### config.mk
export PLATFORM = sky130hd
export DESIGN_NAME = brf_ctrl
export DESIGN_NICKNAME = d
export VERILOG_FILES = /design/src/rtl/bracketed_root_finder_defines.svh /design/src/rtl/brf_pkg.sv /design/src/rtl/brf_ctrl.sv
export SDC_FILE = /design/constraint.sdc
export NUM_CORES = 1
export LEC_CHECK = 0
export ABC_AREA = 1
export CORE_UTILIZATION = 57
export CTS_CLUSTER_SIZE = 25
export DETAILED_ROUTE_END_ITERATION = 8
export DONT_BUFFER_PORTS = 1
export PLACE_DENSITY = 0.72
export REMOVE_ABC_BUFFERS = 1
export SLEW_MARGIN = 25
export SYNTH_ARGS = -nofsm -noshare
export SYNTH_HDL_FRONTEND = slang
export SYNTH_SLANG_ARGS = --single-unit
### constraint.sdc
create_clock -name clk -period 1.6 [get_ports clk]
set_input_delay 0.32 -clock clk [delete_from_list [all_inputs] [get_ports clk]]
set_output_delay 0.32 -clock clk [all_outputs]
set_load 0.05 [all_outputs]
### src/rtl/bracketed_root_finder_defines.svh
// Assertion macros for the bracketed root finder.
// Used by the top level only; the macros expand to nothing under synthesis.
`ifndef BRACKETED_ROOT_FINDER_DEFINES_SVH
`define BRACKETED_ROOT_FINDER_DEFINES_SVH
`ifndef SYNTHESIS
`define BRF_ASSERT_NOW(label, clk, rst_n, ante, cons) \
    label: assert property (@(posedge clk) disable iff (!rst_n) (ante) |-> (cons)) \
        else $error("bracketed_root_finder: assertion failed");
`define BRF_ASSERT_NEXT(label, clk, rst_n, ante, cons) \
    label: assert property (@(posedge clk) disable iff (!rst_n) (ante) |=> (cons)) \
        else $error("bracketed_root_finder: assertion failed");
`else
`define BRF_ASSERT_NOW(label, clk, rst_n, ante, cons)
`define BRF_ASSERT_NEXT(label, clk, rst_n, ante, cons)
`endif
`endif

### src/rtl/brf_pkg.sv
// Shared types, codes and the step microprogram of the bracketed root finder.
// No dependencies; the datapath, controller, top level and testbench import it.
`default_nettype none
package brf_pkg;

    localparam int VALUE_WIDTH_DEFAULT   = 64;
    localparam int FRACTION_BITS_DEFAULT = 40;

    localparam logic [62:0] TOLERANCE_RESET      = 63'd1099;
    localparam logic [15:0] MAX_ITERATIONS_RESET = 16'd100;

    localparam logic CFG_TOLERANCE      = 1'b0;
    localparam logic CFG_MAX_ITERATIONS = 1'b1;

    localparam logic CMD_START = 1'b0;
    localparam logic CMD_REPLY = 1'b1;

    localparam logic [4:0] PC_QUADRATIC = 5'd0;
    localparam logic [4:0] PC_SECANT    = 5'd20;

    typedef struct packed {
        logic        command;
        logic [63:0] lower_point;
        logic [63:0] upper_point;
        logic [63:0] lower_value;
        logic [63:0] upper_value;
        logic [63:0] sample_value;
    } brf_in_t;

    typedef struct packed {
        logic [1:0]  outcome;
        logic [63:0] point;
    } brf_out_t;

    typedef enum logic [1:0] {
        OUTCOME_EVALUATE,
        OUTCOME_ROOT,
        OUTCOME_NOT_BRACKETED,
        OUTCOME_NO_CONVERGENCE
    } brf_outcome_t;

    typedef enum logic [3:0] {
        OP_NONE,
        OP_LOAD_START,
        OP_LOAD_REPLY,
        OP_ADD,
        OP_SUB,
        OP_MUL,
        OP_DIV,
        OP_DECIDE,
        OP_RESULT
    } brf_op_t;

    typedef enum logic [3:0] {
        SRC_A,
        SRC_B,
        SRC_C,
        SRC_FA,
        SRC_FB,
        SRC_FC,
        SRC_T0,
        SRC_T1,
        SRC_T2
    } brf_src_t;

    typedef enum logic [1:0] {
        DST_T0,
        DST_T1,
        DST_T2,
        DST_S
    } brf_dst_t;

    typedef enum logic [2:0] {
        PT_ZERO,
        PT_S,
        PT_B,
        PT_IN_A,
        PT_IN_B,
        PT_MINUS_ONE
    } brf_point_sel_t;

    typedef enum logic [2:0] {
        ST_IDLE,
        ST_CHECK,
        ST_RUN,
        ST_WAIT,
        ST_DECIDE,
        ST_EMIT
    } brf_state_t;

    typedef struct packed {
        brf_op_t  op;
        brf_src_t x;
        brf_src_t y;
        brf_dst_t dst;
        logic     last;
    } brf_uop_t;

    typedef struct packed {
        brf_op_t        op;
        brf_src_t       x;
        brf_src_t       y;
        brf_dst_t       dst;
        brf_outcome_t   outcome;
        brf_point_sel_t point_sel;
    } brf_cmd_t;

    typedef struct packed {
        logic start_opposite;
        logic start_fb_zero;
        logic start_fa_zero;
        logic active;
        logic iter_limit;
        logic converged;
        logic use_quadratic;
        logic unit_done;
    } brf_status_t;

    function automatic brf_uop_t brf_mk(input brf_op_t op, input brf_src_t x,
                                        input brf_src_t y, input brf_dst_t dst,
                                        input logic last);
        brf_uop_t u;
        u.op   = op;
        u.x    = x;
        u.y    = y;
        u.dst  = dst;
        u.last = last;
        return u;
    endfunction

    // Inverse quadratic step from PC_QUADRATIC, secant step from PC_SECANT.
    function automatic brf_uop_t brf_uop(input logic [4:0] pc);
        brf_uop_t u;
        unique case (pc)
            5'd0:  u = brf_mk(OP_SUB, SRC_FA, SRC_FB, DST_T0, 1'b0);
            5'd1:  u = brf_mk(OP_DIV, SRC_FB, SRC_T0, DST_T0, 1'b0);
            5'd2:  u = brf_mk(OP_SUB, SRC_FA, SRC_FC, DST_T1, 1'b0);
            5'd3:  u = brf_mk(OP_DIV, SRC_FC, SRC_T1, DST_T1, 1'b0);
            5'd4:  u = brf_mk(OP_MUL, SRC_T0, SRC_T1, DST_T0, 1'b0);
            5'd5:  u = brf_mk(OP_MUL, SRC_A,  SRC_T0, DST_T2, 1'b0);
            5'd6:  u = brf_mk(OP_SUB, SRC_FB, SRC_FA, DST_T0, 1'b0);
            5'd7:  u = brf_mk(OP_DIV, SRC_FA, SRC_T0, DST_T0, 1'b0);
            5'd8:  u = brf_mk(OP_SUB, SRC_FB, SRC_FC, DST_T1, 1'b0);
            5'd9:  u = brf_mk(OP_DIV, SRC_FC, SRC_T1, DST_T1, 1'b0);
            5'd10: u = brf_mk(OP_MUL, SRC_T0, SRC_T1, DST_T0, 1'b0);
            5'd11: u = brf_mk(OP_MUL, SRC_B,  SRC_T0, DST_T0, 1'b0);
            5'd12: u = brf_mk(OP_ADD, SRC_T2, SRC_T0, DST_T2, 1'b0);
            5'd13: u = brf_mk(OP_SUB, SRC_FC, SRC_FA, DST_T0, 1'b0);
            5'd14: u = brf_mk(OP_DIV, SRC_FA, SRC_T0, DST_T0, 1'b0);
            5'd15: u = brf_mk(OP_SUB, SRC_FC, SRC_FB, DST_T1, 1'b0);
            5'd16: u = brf_mk(OP_DIV, SRC_FB, SRC_T1, DST_T1, 1'b0);
            5'd17: u = brf_mk(OP_MUL, SRC_T0, SRC_T1, DST_T0, 1'b0);
            5'd18: u = brf_mk(OP_MUL, SRC_C,  SRC_T0, DST_T0, 1'b0);
            5'd19: u = brf_mk(OP_ADD, SRC_T2, SRC_T0, DST_S,  1'b1);
            5'd20: u = brf_mk(OP_SUB, SRC_FB, SRC_FA, DST_T0, 1'b0);
            5'd21: u = brf_mk(OP_DIV, SRC_FB, SRC_T0, DST_T0, 1'b0);
            5'd22: u = brf_mk(OP_SUB, SRC_B,  SRC_A,  DST_T1, 1'b0);
            5'd23: u = brf_mk(OP_MUL, SRC_T0, SRC_T1, DST_T0, 1'b0);
            5'd24: u = brf_mk(OP_SUB, SRC_B,  SRC_T0, DST_S,  1'b1);
            default: u = brf_mk(OP_NONE, SRC_A, SRC_A, DST_T0, 1'b1);
        endcase
        return u;
    endfunction

endpackage
`default_nettype wire

### src/rtl/brf_ctrl.sv
// Controller: accepts items, sequences the step microprogram, owns the output valid.
// Depends on brf_pkg.
`default_nettype none
module brf_ctrl (
    input  wire logic                  clk,
    input  wire logic                  rst_n,
    input  wire logic                  in_valid,
    input  wire logic                  in_command,
    output logic                       in_stall,
    output logic                       out_valid,
    input  wire logic                  out_stall,
    input  wire brf_pkg::brf_status_t  status,
    output brf_pkg::brf_cmd_t          cmd,
    output logic                       busy
);
    import brf_pkg::*;

    brf_state_t state_reg, state_next;
    logic [4:0] pc_reg, pc_next;
    logic       out_valid_reg, out_valid_next;
    logic       out_free;
    brf_uop_t   uop;

    always_ff @(posedge clk or negedge rst_n)
    begin
        if (!rst_n)
        begin
            state_reg     <= ST_IDLE;
            pc_reg        <= '0;
            out_valid_reg <= 1'b0;
        end
        else
        begin
            state_reg     <= state_next;
            pc_reg        <= pc_next;
            out_valid_reg <= out_valid_next;
        end
    end

    always_comb
    begin
        out_free       = !out_valid_reg || !out_stall;
        uop            = brf_uop(pc_reg);
        state_next     = state_reg;
        pc_next        = pc_reg;
        out_valid_next = out_valid_reg && out_stall;
        in_stall       = 1'b1;
        cmd.op         = OP_NONE;
        cmd.x          = uop.x;
        cmd.y          = uop.y;
        cmd.dst        = uop.dst;
        cmd.outcome    = OUTCOME_EVALUATE;
        cmd.point_sel  = PT_ZERO;

        unique case (state_reg)
            ST_IDLE:
            begin
                // An item is taken only when the result register can receive its answer.
                in_stall = !out_free;
                if (in_valid && out_free)
                begin
                    if (in_command == CMD_START)
                    begin
                        if (status.start_opposite)
                        begin
                            cmd.op     = OP_LOAD_START;
                            state_next = ST_CHECK;
                        end
                        else
                        begin
                            cmd.op         = OP_RESULT;
                            out_valid_next = 1'b1;
                            priority if (status.start_fb_zero)
                            begin
                                cmd.outcome   = OUTCOME_ROOT;
                                cmd.point_sel = PT_IN_B;
                            end
                            else if (status.start_fa_zero)
                            begin
                                cmd.outcome   = OUTCOME_ROOT;
                                cmd.point_sel = PT_IN_A;
                            end
                            else
                            begin
                                cmd.outcome   = OUTCOME_NOT_BRACKETED;
                                cmd.point_sel = PT_ZERO;
                            end
                        end
                    end
                    else if (!status.active)
                    begin
                        cmd.op         = OP_RESULT;
                        cmd.outcome    = OUTCOME_NOT_BRACKETED;
                        cmd.point_sel  = PT_ZERO;
                        out_valid_next = 1'b1;
                    end
                    else
                    begin
                        cmd.op     = OP_LOAD_REPLY;
                        state_next = ST_CHECK;
                    end
                end
            end
            ST_CHECK:
            begin
                priority if (status.iter_limit)
                begin
                    cmd.op         = OP_RESULT;
                    cmd.outcome    = OUTCOME_NO_CONVERGENCE;
                    cmd.point_sel  = PT_MINUS_ONE;
                    out_valid_next = 1'b1;
                    state_next     = ST_IDLE;
                end
                else if (status.converged)
                begin
                    cmd.op         = OP_RESULT;
                    cmd.outcome    = OUTCOME_ROOT;
                    cmd.point_sel  = PT_B;
                    out_valid_next = 1'b1;
                    state_next     = ST_IDLE;
                end
                else
                begin
                    pc_next    = status.use_quadratic ? PC_QUADRATIC : PC_SECANT;
                    state_next = ST_RUN;
                end
            end
            ST_RUN:
            begin
                cmd.op = uop.op;
                if (uop.op == OP_MUL || uop.op == OP_DIV)
                begin
                    state_next = ST_WAIT;
                end
                else if (uop.last)
                begin
                    state_next = ST_DECIDE;
                end
                else
                begin
                    pc_next = pc_reg + 5'd1;
                end
            end
            ST_WAIT:
            begin
                if (status.unit_done)
                begin
                    if (uop.last)
                    begin
                        state_next = ST_DECIDE;
                    end
                    else
                    begin
                        pc_next    = pc_reg + 5'd1;
                        state_next = ST_RUN;
                    end
                end
            end
            ST_DECIDE:
            begin
                cmd.op     = OP_DECIDE;
                state_next = ST_EMIT;
            end
            ST_EMIT:
            begin
                cmd.op         = OP_RESULT;
                cmd.outcome    = OUTCOME_EVALUATE;
                cmd.point_sel  = PT_S;
                out_valid_next = 1'b1;
                state_next     = ST_IDLE;
            end
            default:
            begin
                state_next = ST_IDLE;
            end
        endcase
    end

    assign out_valid = out_valid_reg;
    assign busy      = (state_reg != ST_IDLE);
endmodule
`default_nettype wire

==> results of run 1 <==
==> through the flow <==
step                      hold WS, ns  cells  worst slack (ns)
after floorplan                0.0244    200             -1.13
after global placement         0.0246    293            -0.225
after detailed placement       0.0246    293            -0.336
==> logic make-up after synthesis <==
kind of cell	Yosys count	synth area share (%)
fa+ha+maj	6	5.61
flops	9	16.8
compound gates	38	18.8
simple gates	114	43.0
other cells	1	0.280
buf+inv	39	14.8
xor+xnor	1	0.655
==> synth_stat cells, types with 3 or more instances <==
library cell / count / share of area, %
a21oi_1: 4 / 1.5
nand3_1: 13 / 4.9
o211ai_1: 4 / 2.2
inv_1: 25 / 7.0
nand4_1: 3 / 1.4
inv_2: 4 / 1.1
nand2_2: 4 / 1.9
nand2_1: 47 / 13
ha_1: 6 / 5.6
nor2_1: 28 / 7.9
buf_6: 3 / 2.5
o21ai_0: 15 / 5.6
dfrtp_1: 9 / 17
nand3_2: 7 / 5.2
o21ai_1: 3 / 1.1
==> out/results.tsv, run 1 <==
stage	metric	value	unit
outcome	outcome	stopped before the end	
outcome	Fail Step	4_1_cts	
outcome	error msg	[ERROR DPL-0038] Utilization greater than 100%, impossible to legalize	
synthesis	#FFs+latches synth	9	
floorplanning	Initial Utilization	60.5	%
synthesis	Unique masters post-synth	37	
synthesis	YS warnings	0	
synthesis	Post-synth top flop	dfrtp_1	
clock_tree	CTS Buf Count	3	
synthesis	EDFF count, synth	0	
synthesis	Gate Count Post-Synth	208	
placement	half-perimeter wire length after placement	3570	um
floorplanning	Die H	50.4	um
clock_tree	Post CTS Setup Buffer Count	11	
placement	Buffers on Ports	0	
synthesis	Post-Syn Area per Cell	6.43	um2
clock_tree	Root Driver	clkbuf_4	
clock_tree	# resized after CTS	71	
clock_tree	clk sinks	9	
floorplanning	# IOs	35	
floorplanning	width of the die	50.4	um
placement	DP Area	0.00191	mm2
synthesis	fraction of registers with async set/reset	100	%
clock_tree	Post-CTS Hold Fix Bufs	1	
clock_tree	CTS H-tree depth	1	
placement	GPL Wtd Cong	1.04	
floorplanning	Rows	17	
synthesis	sequential share of the synthesized area	16.8	%
synthesis	synthesized area	0.00134	mm2
clock_tree	CTS Buffer Depth	2	
==> run 2, diff against run 1 <==
Settings changed: CORE_AREA from default to 2 2 63 65, CORE_UTILIZATION 57 to default, CTS_CLUSTER_SIZE 25 to default, DIE_AREA from default to 0 0 65 67, PLACE_DENSITY 0.72 to default, PLACE_DENSITY_LB_ADDON from default to 0.15.
Clock period 1.6 ns to 2.1 ns, I/O delays scaled along.
==> out/results.tsv, run 2 <==
stage	metric	value	unit
layout	commonest non-fill, non-tap cell in the layout	nand2_1	
synthesis	Post-synth top cells	nand2_1, nor2_1, inv_1	
synthesis	Post-synth top flop	dfrtp_1	
setup_path	CP required	1.68	ns
setup_path	crit path DAT	1.72	ns
layout	number of flip-flops in the largest register	5	
routing	1st-iter DRT viols	116	
grt	total gr overflow	0	
worst_hold_path	hold_sp	status[0]	
setup_path	worst r2r src	pc_reg[1]	
synthesis	Yosys top cell area share	16.8	%
synthesis	Post-Syn Area per Cell	6.43	um2
layout	register area	230	um2
worst_hold_path	Hold Path Sink	state_reg[0]	
clock_tree	clock-pin slew on the worst setup and hold paths	0.04	ns
timing	RSZ-0062 raised after global routing	true	
worst_hold_path	Min-Delay Path Depth	3	
layout	layout cells sized above 1	44.8	%
routing	WL/cell	12.3	um
grt	antenna violations before repair	0	
flow_run	number of max-cap violations	0	
grt	Total GRT Usage	16.8	%
floorplanning	Initial Utilization	37.1	%
grt	number of global-route vias before repair	1320	
power_and_ir_drop	PD cells	1760	mW/mm2
synthesis	synthesized area	0.00134	mm2
synthesis	sequential share of the synthesized area	16.8	%
synthesis	YS warnings	0	
setup_path	RR Endpoint	state_reg[1]	
timing	total negative slack	-0.134	ns
floorplanning	Core Area	0.00361	mm2
setup_path	Worst R2R Setup Slack	0.05	ns
synthesis	#FFs+latches synth	9	
layout	most frequent cells in the layout	nand2_1, buf_4, nor2_1, inv_1	
setup_path	Critical Path Start Type	register	
placement	Buffers on Ports	0	
setup_path	Worst Reg-to-Reg Cells	15	
grt	wire length of the first global-routing pass	5820	um
layout	Final Core Density	55.3	%
timing	final hold viol count	0	
setup_path	CP cell instances	ha_4, ha_2, inv_2, a21oi_4, inv_2, o221ai_1, buf_4	
routing	WL met1	1730	um
floorplanning	Die H	67	um
routing	total routed wirelength	3660	um
routing	Final ANT Viol Nets	0	
floorplanning	width of the die	65	um
clock_tree	CTS H-tree depth	1	
routing	drt pass-1 iters	4	
clock_tree	CTS Buf Count	3	
grt	largest net degree at the start of global routing	14	
placement	pre-CTS setup slack	0.0578	ns
clock_tree	Clk Latency, worst-skew pair	0.23	ns
outcome	outcome	finished, violations left	
synthesis	fraction of registers with async set/reset	100	%
layout	Filler Cells Inserted	352	
timing	clock skew	0.00140	ns
timing	worst setup margin	-0.0381	ns
layout	Post-layout nets	270	
timing	Final min period	2.14	ns
timing	Final setup viols	5	
routing	vias after detailed routing	1466	
clock_tree	clock tree from TritonCTS	done	
timing	period utilisation layout	102	%
synthesis	count leader, synth	nand2_1	
synthesis	area leader, netlist	dfrtp_1	
setup_path	Slowest-stage cell, CP	dfrtp_2	
timing	final slew viol count	0	
synthesis	EDFF count, synth	0	
power_and_ir_drop	Static Leak	0.937	nW
floorplanning	die area	0.00436	mm2
clock_tree	Root Driver	clkbuf_8	
setup_path	critical path's most frequent cell	inv_2	
timing	fmax	468	MHz
synthesis	Area contributors post-synth	dfrtp_1, nand2_1, nor2_1, inv_1, ha_1	
worst_hold_path	Hold Path Class	input port to register	
power_and_ir_drop	peak supply drop	0.657	mV
setup_path	CP Class	register to output port	
setup_path	Critical Path End Type	output port	
clock_tree	clk sinks	9	
clock_tree	CTS Buffer Depth	2	
placement	GPL Wtd Cong	0.833	
synthesis	Unique masters post-synth	37	
routing	WL met2	1750	um
outcome	failing checks	negative setup slack	
layout	area of the multi-input gates	0.00106	mm2
floorplanning	# IOs	35	
placement	half-perimeter wire length after placement	2820	um
layout	n_diodes	0	
synthesis	Gate Count Post-Synth	208	
setup_path	crit-path max FO	5	
routing	metal3 WL	163	um
routing	DRC Markers	0	
layout	synthesis-to-layout area growth	49.2	%
routing	Vias per Instance	4.92	
setup_path	worst stage delay on the critical path	0.44	ns
routing	Top Metal Used	met4	
floorplanning	Rows	22	
## run 2: cell counts after synthesis
Identical to the previous run, type by type.
## run 2: power by group
part	leakage, nW	internal (mW)	switching [mW]	total [mW]
combinational	0.803	1.15	1.87	3.01
sequential	0.111	0.240	0.0715	0.311
clock	0.0228	0.132	0.0597	0.191
total	0.937	1.52	2.00	3.52
## run 2: repair_timing
item	in CTS	in global routing
hold buffers	1	0
pin swaps	3	13
endpoints found under the setup margin	18	25
hold endpoints to repair	9	0
buffers inserted	8	7
resized for setup	20	31
## run 2: worst max-delay path: cells and delay by family, from the launching register on
kind	cells	cell delay [ns]
AOI/OAI and AO/OA	2	0.33
adders and majority gates	2	0.35
DFF	1	0.44
buffers and inverters	3	0.37
## run 2: worst max path at each step
stage,from,endpoint,cells past startpoint
4_1_cts,pc_reg[1],cmd[16],8
3_3_place_gp,state_reg[0],cmd[0],8
6_report,pc_reg[1],cmd[6],7
3_5_place_dp,pc_reg[0],cmd[14],7
2_1_floorplan,state_reg[1],cmd[4],7
5_1_grt,pc_reg[1],cmd[6],7
## run 2: metrics by stage
stage	cell area [um2]	hold slack [ns]	total power, mW	std cells
after floorplan	1260	0.124	2.06	200
after global placement	1650	0.125	2.87	278
after detailed placement	1650	0.125	2.87	278
after CTS	1830	0.385	3.27	291
after global routing	2000	0.411	3.77	298
final	2000	0.388	3.52	298
## run 2: cells by family after synthesis
group,share of synthesized area (%)
DFF,16.8
adders and majority gates,5.61
xor gates and xnor gates,0.655
and+or+nand+nor,43.0
buffers and inverters,14.8
other,0.280
AOI/OAI and AO/OA,18.8
## run 2: cell type report
cell class | count | area share (%)
repair buffers | 46 | 23.6
flip-flops and latches | 9 | 11.5
inverters | 31 | 6.46
well taps | 48 | 3.01
clock buffers | 4 | 2.26
multi-input cells | 160 | 53.2
## run 2: layer usage
layer	track usage, %	vias up
met3	1.01	2
met5	0	-
met1	24.5	663
met4	5.59	0
li1	-	766
met2	26.0	35
(Power assumes the default switching activity.)
==> run 3, diff against run 2 <==
Settings changed: ABC_AREA 1 to default.
==> out/results.tsv, run 3 <==
stage	metric	value	unit
routing	1st-iter DRT viols	54	
floorplanning	Initial Utilization	36.5	%
timing	fmax	439	MHz
power_and_ir_drop	Static Leak	0.953	nW
synthesis	Gate Count Post-Synth	183	
synthesis	count leader, synth	nand2_1	
synthesis	Unique masters post-synth	50	
synthesis	sequential share of the synthesized area	17.1	%
grt	Total GRT Usage	21.4	%
outcome	outcome	finished, violations left	
power_and_ir_drop	peak supply drop	0.971	mV
floorplanning	Die H	67	um
flow_run	number of max-cap violations	0	
placement	dpl cells	273	
setup_path	Worst R2R Setup Slack	-0.08	ns
placement	Buffers on Ports	0	
setup_path	Critical Path Start Type	register	
clock_tree	clock-pin slew on the worst setup and hold paths	0.04	ns
routing	DRC Markers	0	
setup_path	CP required	1.68	ns
synthesis	Post-synth top cells	nand2_1, o21ai_0, a21oi_1	
placement	half-perimeter wire length after placement	3220	um
placement	pre-CTS setup slack	-0.0931	ns
grt	largest net degree at the start of global routing	15	
clock_tree	CTS Buffer Depth	2	
synthesis	EDFF count, synth	0	
setup_path	crit-path max FO	4	
layout	layout cells sized above 1	52.3	%
layout	number of flip-flops in the largest register	5	
clock_tree	clk sinks	9	
routing	WL/cell	16.0	um
clock_tree	CTS Buf Count	3	
layout	register area	229	um2
synthesis	Post-synth top flop	dfrtp_1	
worst_hold_path	Hold Path Class	input port to register	
timing	clock skew	0.000608	ns
timing	final hold viol count	0	
setup_path	crit path DAT	1.86	ns
timing	RSZ-0062 raised after global routing	true	
routing	total routed wirelength	4640	um
floorplanning	# IOs	35	
layout	area of the multi-input gates	0.00127	mm2
synthesis	fraction of registers with async set/reset	100	%
layout	commonest non-fill, non-tap cell in the layout	buf_4	
power_and_ir_drop	PD cells	1900	mW/mm2
worst_hold_path	Min-Delay Path Depth	2	
synthesis	synthesized area	0.00132	mm2
clock_tree	Root Driver	clkbuf_8	
grt	antenna violations before repair	0	
routing	Vias per Instance	5.55	
layout	synthesis-to-layout area growth	76.4	%
layout	Post-layout nets	263	
synthesis	#FFs+latches synth	9	
setup_path	Worst Reg-to-Reg Cells	10	
routing	Final ANT Viol Nets	0	
timing	Final setup viols	12	
layout	n_diodes	0	
timing	worst hold margin	0.414	ns
floorplanning	Core Area	0.00361	mm2
timing	worst setup margin	-0.177	ns
layout	most frequent cells in the layout	buf_4, buf_6, nand2_1, nor2_1, mux2i_1	
setup_path	Critical Path End Type	output port	
synthesis	Post-Syn Area per Cell	7.19	um2
grt	wire length of the first global-routing pass	7220	um
grt	total gr overflow	0	
synthesis	YS warnings	0	
synthesis	area leader, netlist	dfrtp_1	
clock_tree	clock tree from TritonCTS	done	
grt	number of global-route vias before repair	1587	
layout	fin cells	291	
floorplanning	die area	0.00436	mm2
timing	final slew viol count	0	
layout	Final Core Density	64.3	%
timing	period utilisation layout	108	%
floorplanning	width of the die	65	um
synthesis	Area contributors post-synth	dfrtp_1, nand2_1, mux2i_1, ha_1, o21ai_0	
outcome	failing checks	negative setup slack	
routing	vias after detailed routing	1614	
placement	GPL Wtd Cong	0.921	
clock_tree	CTS H-tree depth	1	
routing	drt pass-1 iters	4	
floorplanning	Rows	22	
clock_tree	Clk Latency, worst-skew pair	0.23	ns
setup_path	CP Class	register to output port	
synthesis	Yosys top cell area share	17.1	%
timing	Final min period	2.28	ns
layout	Filler Cells Inserted	289	
-- run 3: changes by cell type in the layout (fill, tap and decap cells not counted), moves of 7 or more --
cell / delta
buf_4: +11
buf_6: +14
inv_1: -16
mux2i_1: +8
nand2_1: -22
nand3_1: -7
nand3_2: -9
nor2_1: -13
-- run 3: layout make-up --
cell class / count / share of cell area [%]
multi-input combinational: 152 / 54.6
timing repair buffer: 70 / 29.6
sequential: 9 / 9.87
tap: 48 / 2.59
clock buffer: 4 / 1.94
inverter: 8 / 1.40
-- run 3: cells by family after synthesis --
kind of cell             count (synthesis)  share of synthesized area [%]
buffers and inverters                   22                           8.09
flip-flops                               9                           17.1
XOR/XNOR                                 3                           2.57
multiplexers                             9                           7.23
other                                    1                          0.285
AO/OA/AOI/OAI                           66                           35.1
AND/OR/NAND/NOR                         67                           23.9
adder cells (fa/ha/maj)                  6                           5.71
-- run 3: metal layers --
| layer | vias to the layer above | wire length [um] | track usage, % |
|---|---|---|---|
| met5 | - | 0 | 0 |
| met4 | 0 | 108 | 8.78 |
| met3 | 12 | 307 | 3.38 |
| met2 | 73 | 2480 | 40.5 |
| met1 | 746 | 1750 | 23.5 |
| li1 | 783 | - | - |
-- run 3: timing repair --
| action | in CTS | in global routing |
|---|---|---|
| hold endpoints to repair | 9 | 0 |
| buffers inserted | 7 | 11 |
| endpoints found under the setup margin | 25 | 25 |
| resized for setup | 49 | 42 |
| hold buffers | 1 | 0 |
| pin swaps | 18 | 19 |
-- run 3: final timing paths --
check,startpoint,end
min reg2reg,out_valid,out_valid
max in group asynchronous,rst_n,pc_reg[3]
max,pc_reg[0],cmd[16]
min in group asynchronous,rst_n,pc_reg[1]
max reg2reg,pc_reg[1],pc_reg[2]
min,out_stall,out_valid
-- run 3: power breakdown --
part	leakage (nW)	total, mW	switching (mW)	internal, mW
registers	0.111	0.340	0.0971	0.243
logic	0.819	3.87	2.18	1.69
clock network	0.0228	0.199	0.0666	0.132
-- run 3: per-stage QoR --
stage	TNS [ns]	power (mW)	cell area [um2]
after floorplan	-7.60	2.22	1240
after global placement	-0.248	3.30	1800
after detailed placement	-0.563	3.32	1800
after CTS	-1.16	3.92	2080
after global routing	-2.26	4.64	2320
final	-0.832	4.41	2320
-- run 3: critical path, stage by stage (launching register included) --
cell and delay [ns]:
dfrtp_2 0.45, buf_6 0.14, ha_4 0.17, nor2_2 0.12, a21oi_2 0.06, a221oi_4 0.26, o21a_1 0.17, o22ai_1 0.07
buf_4 0.20
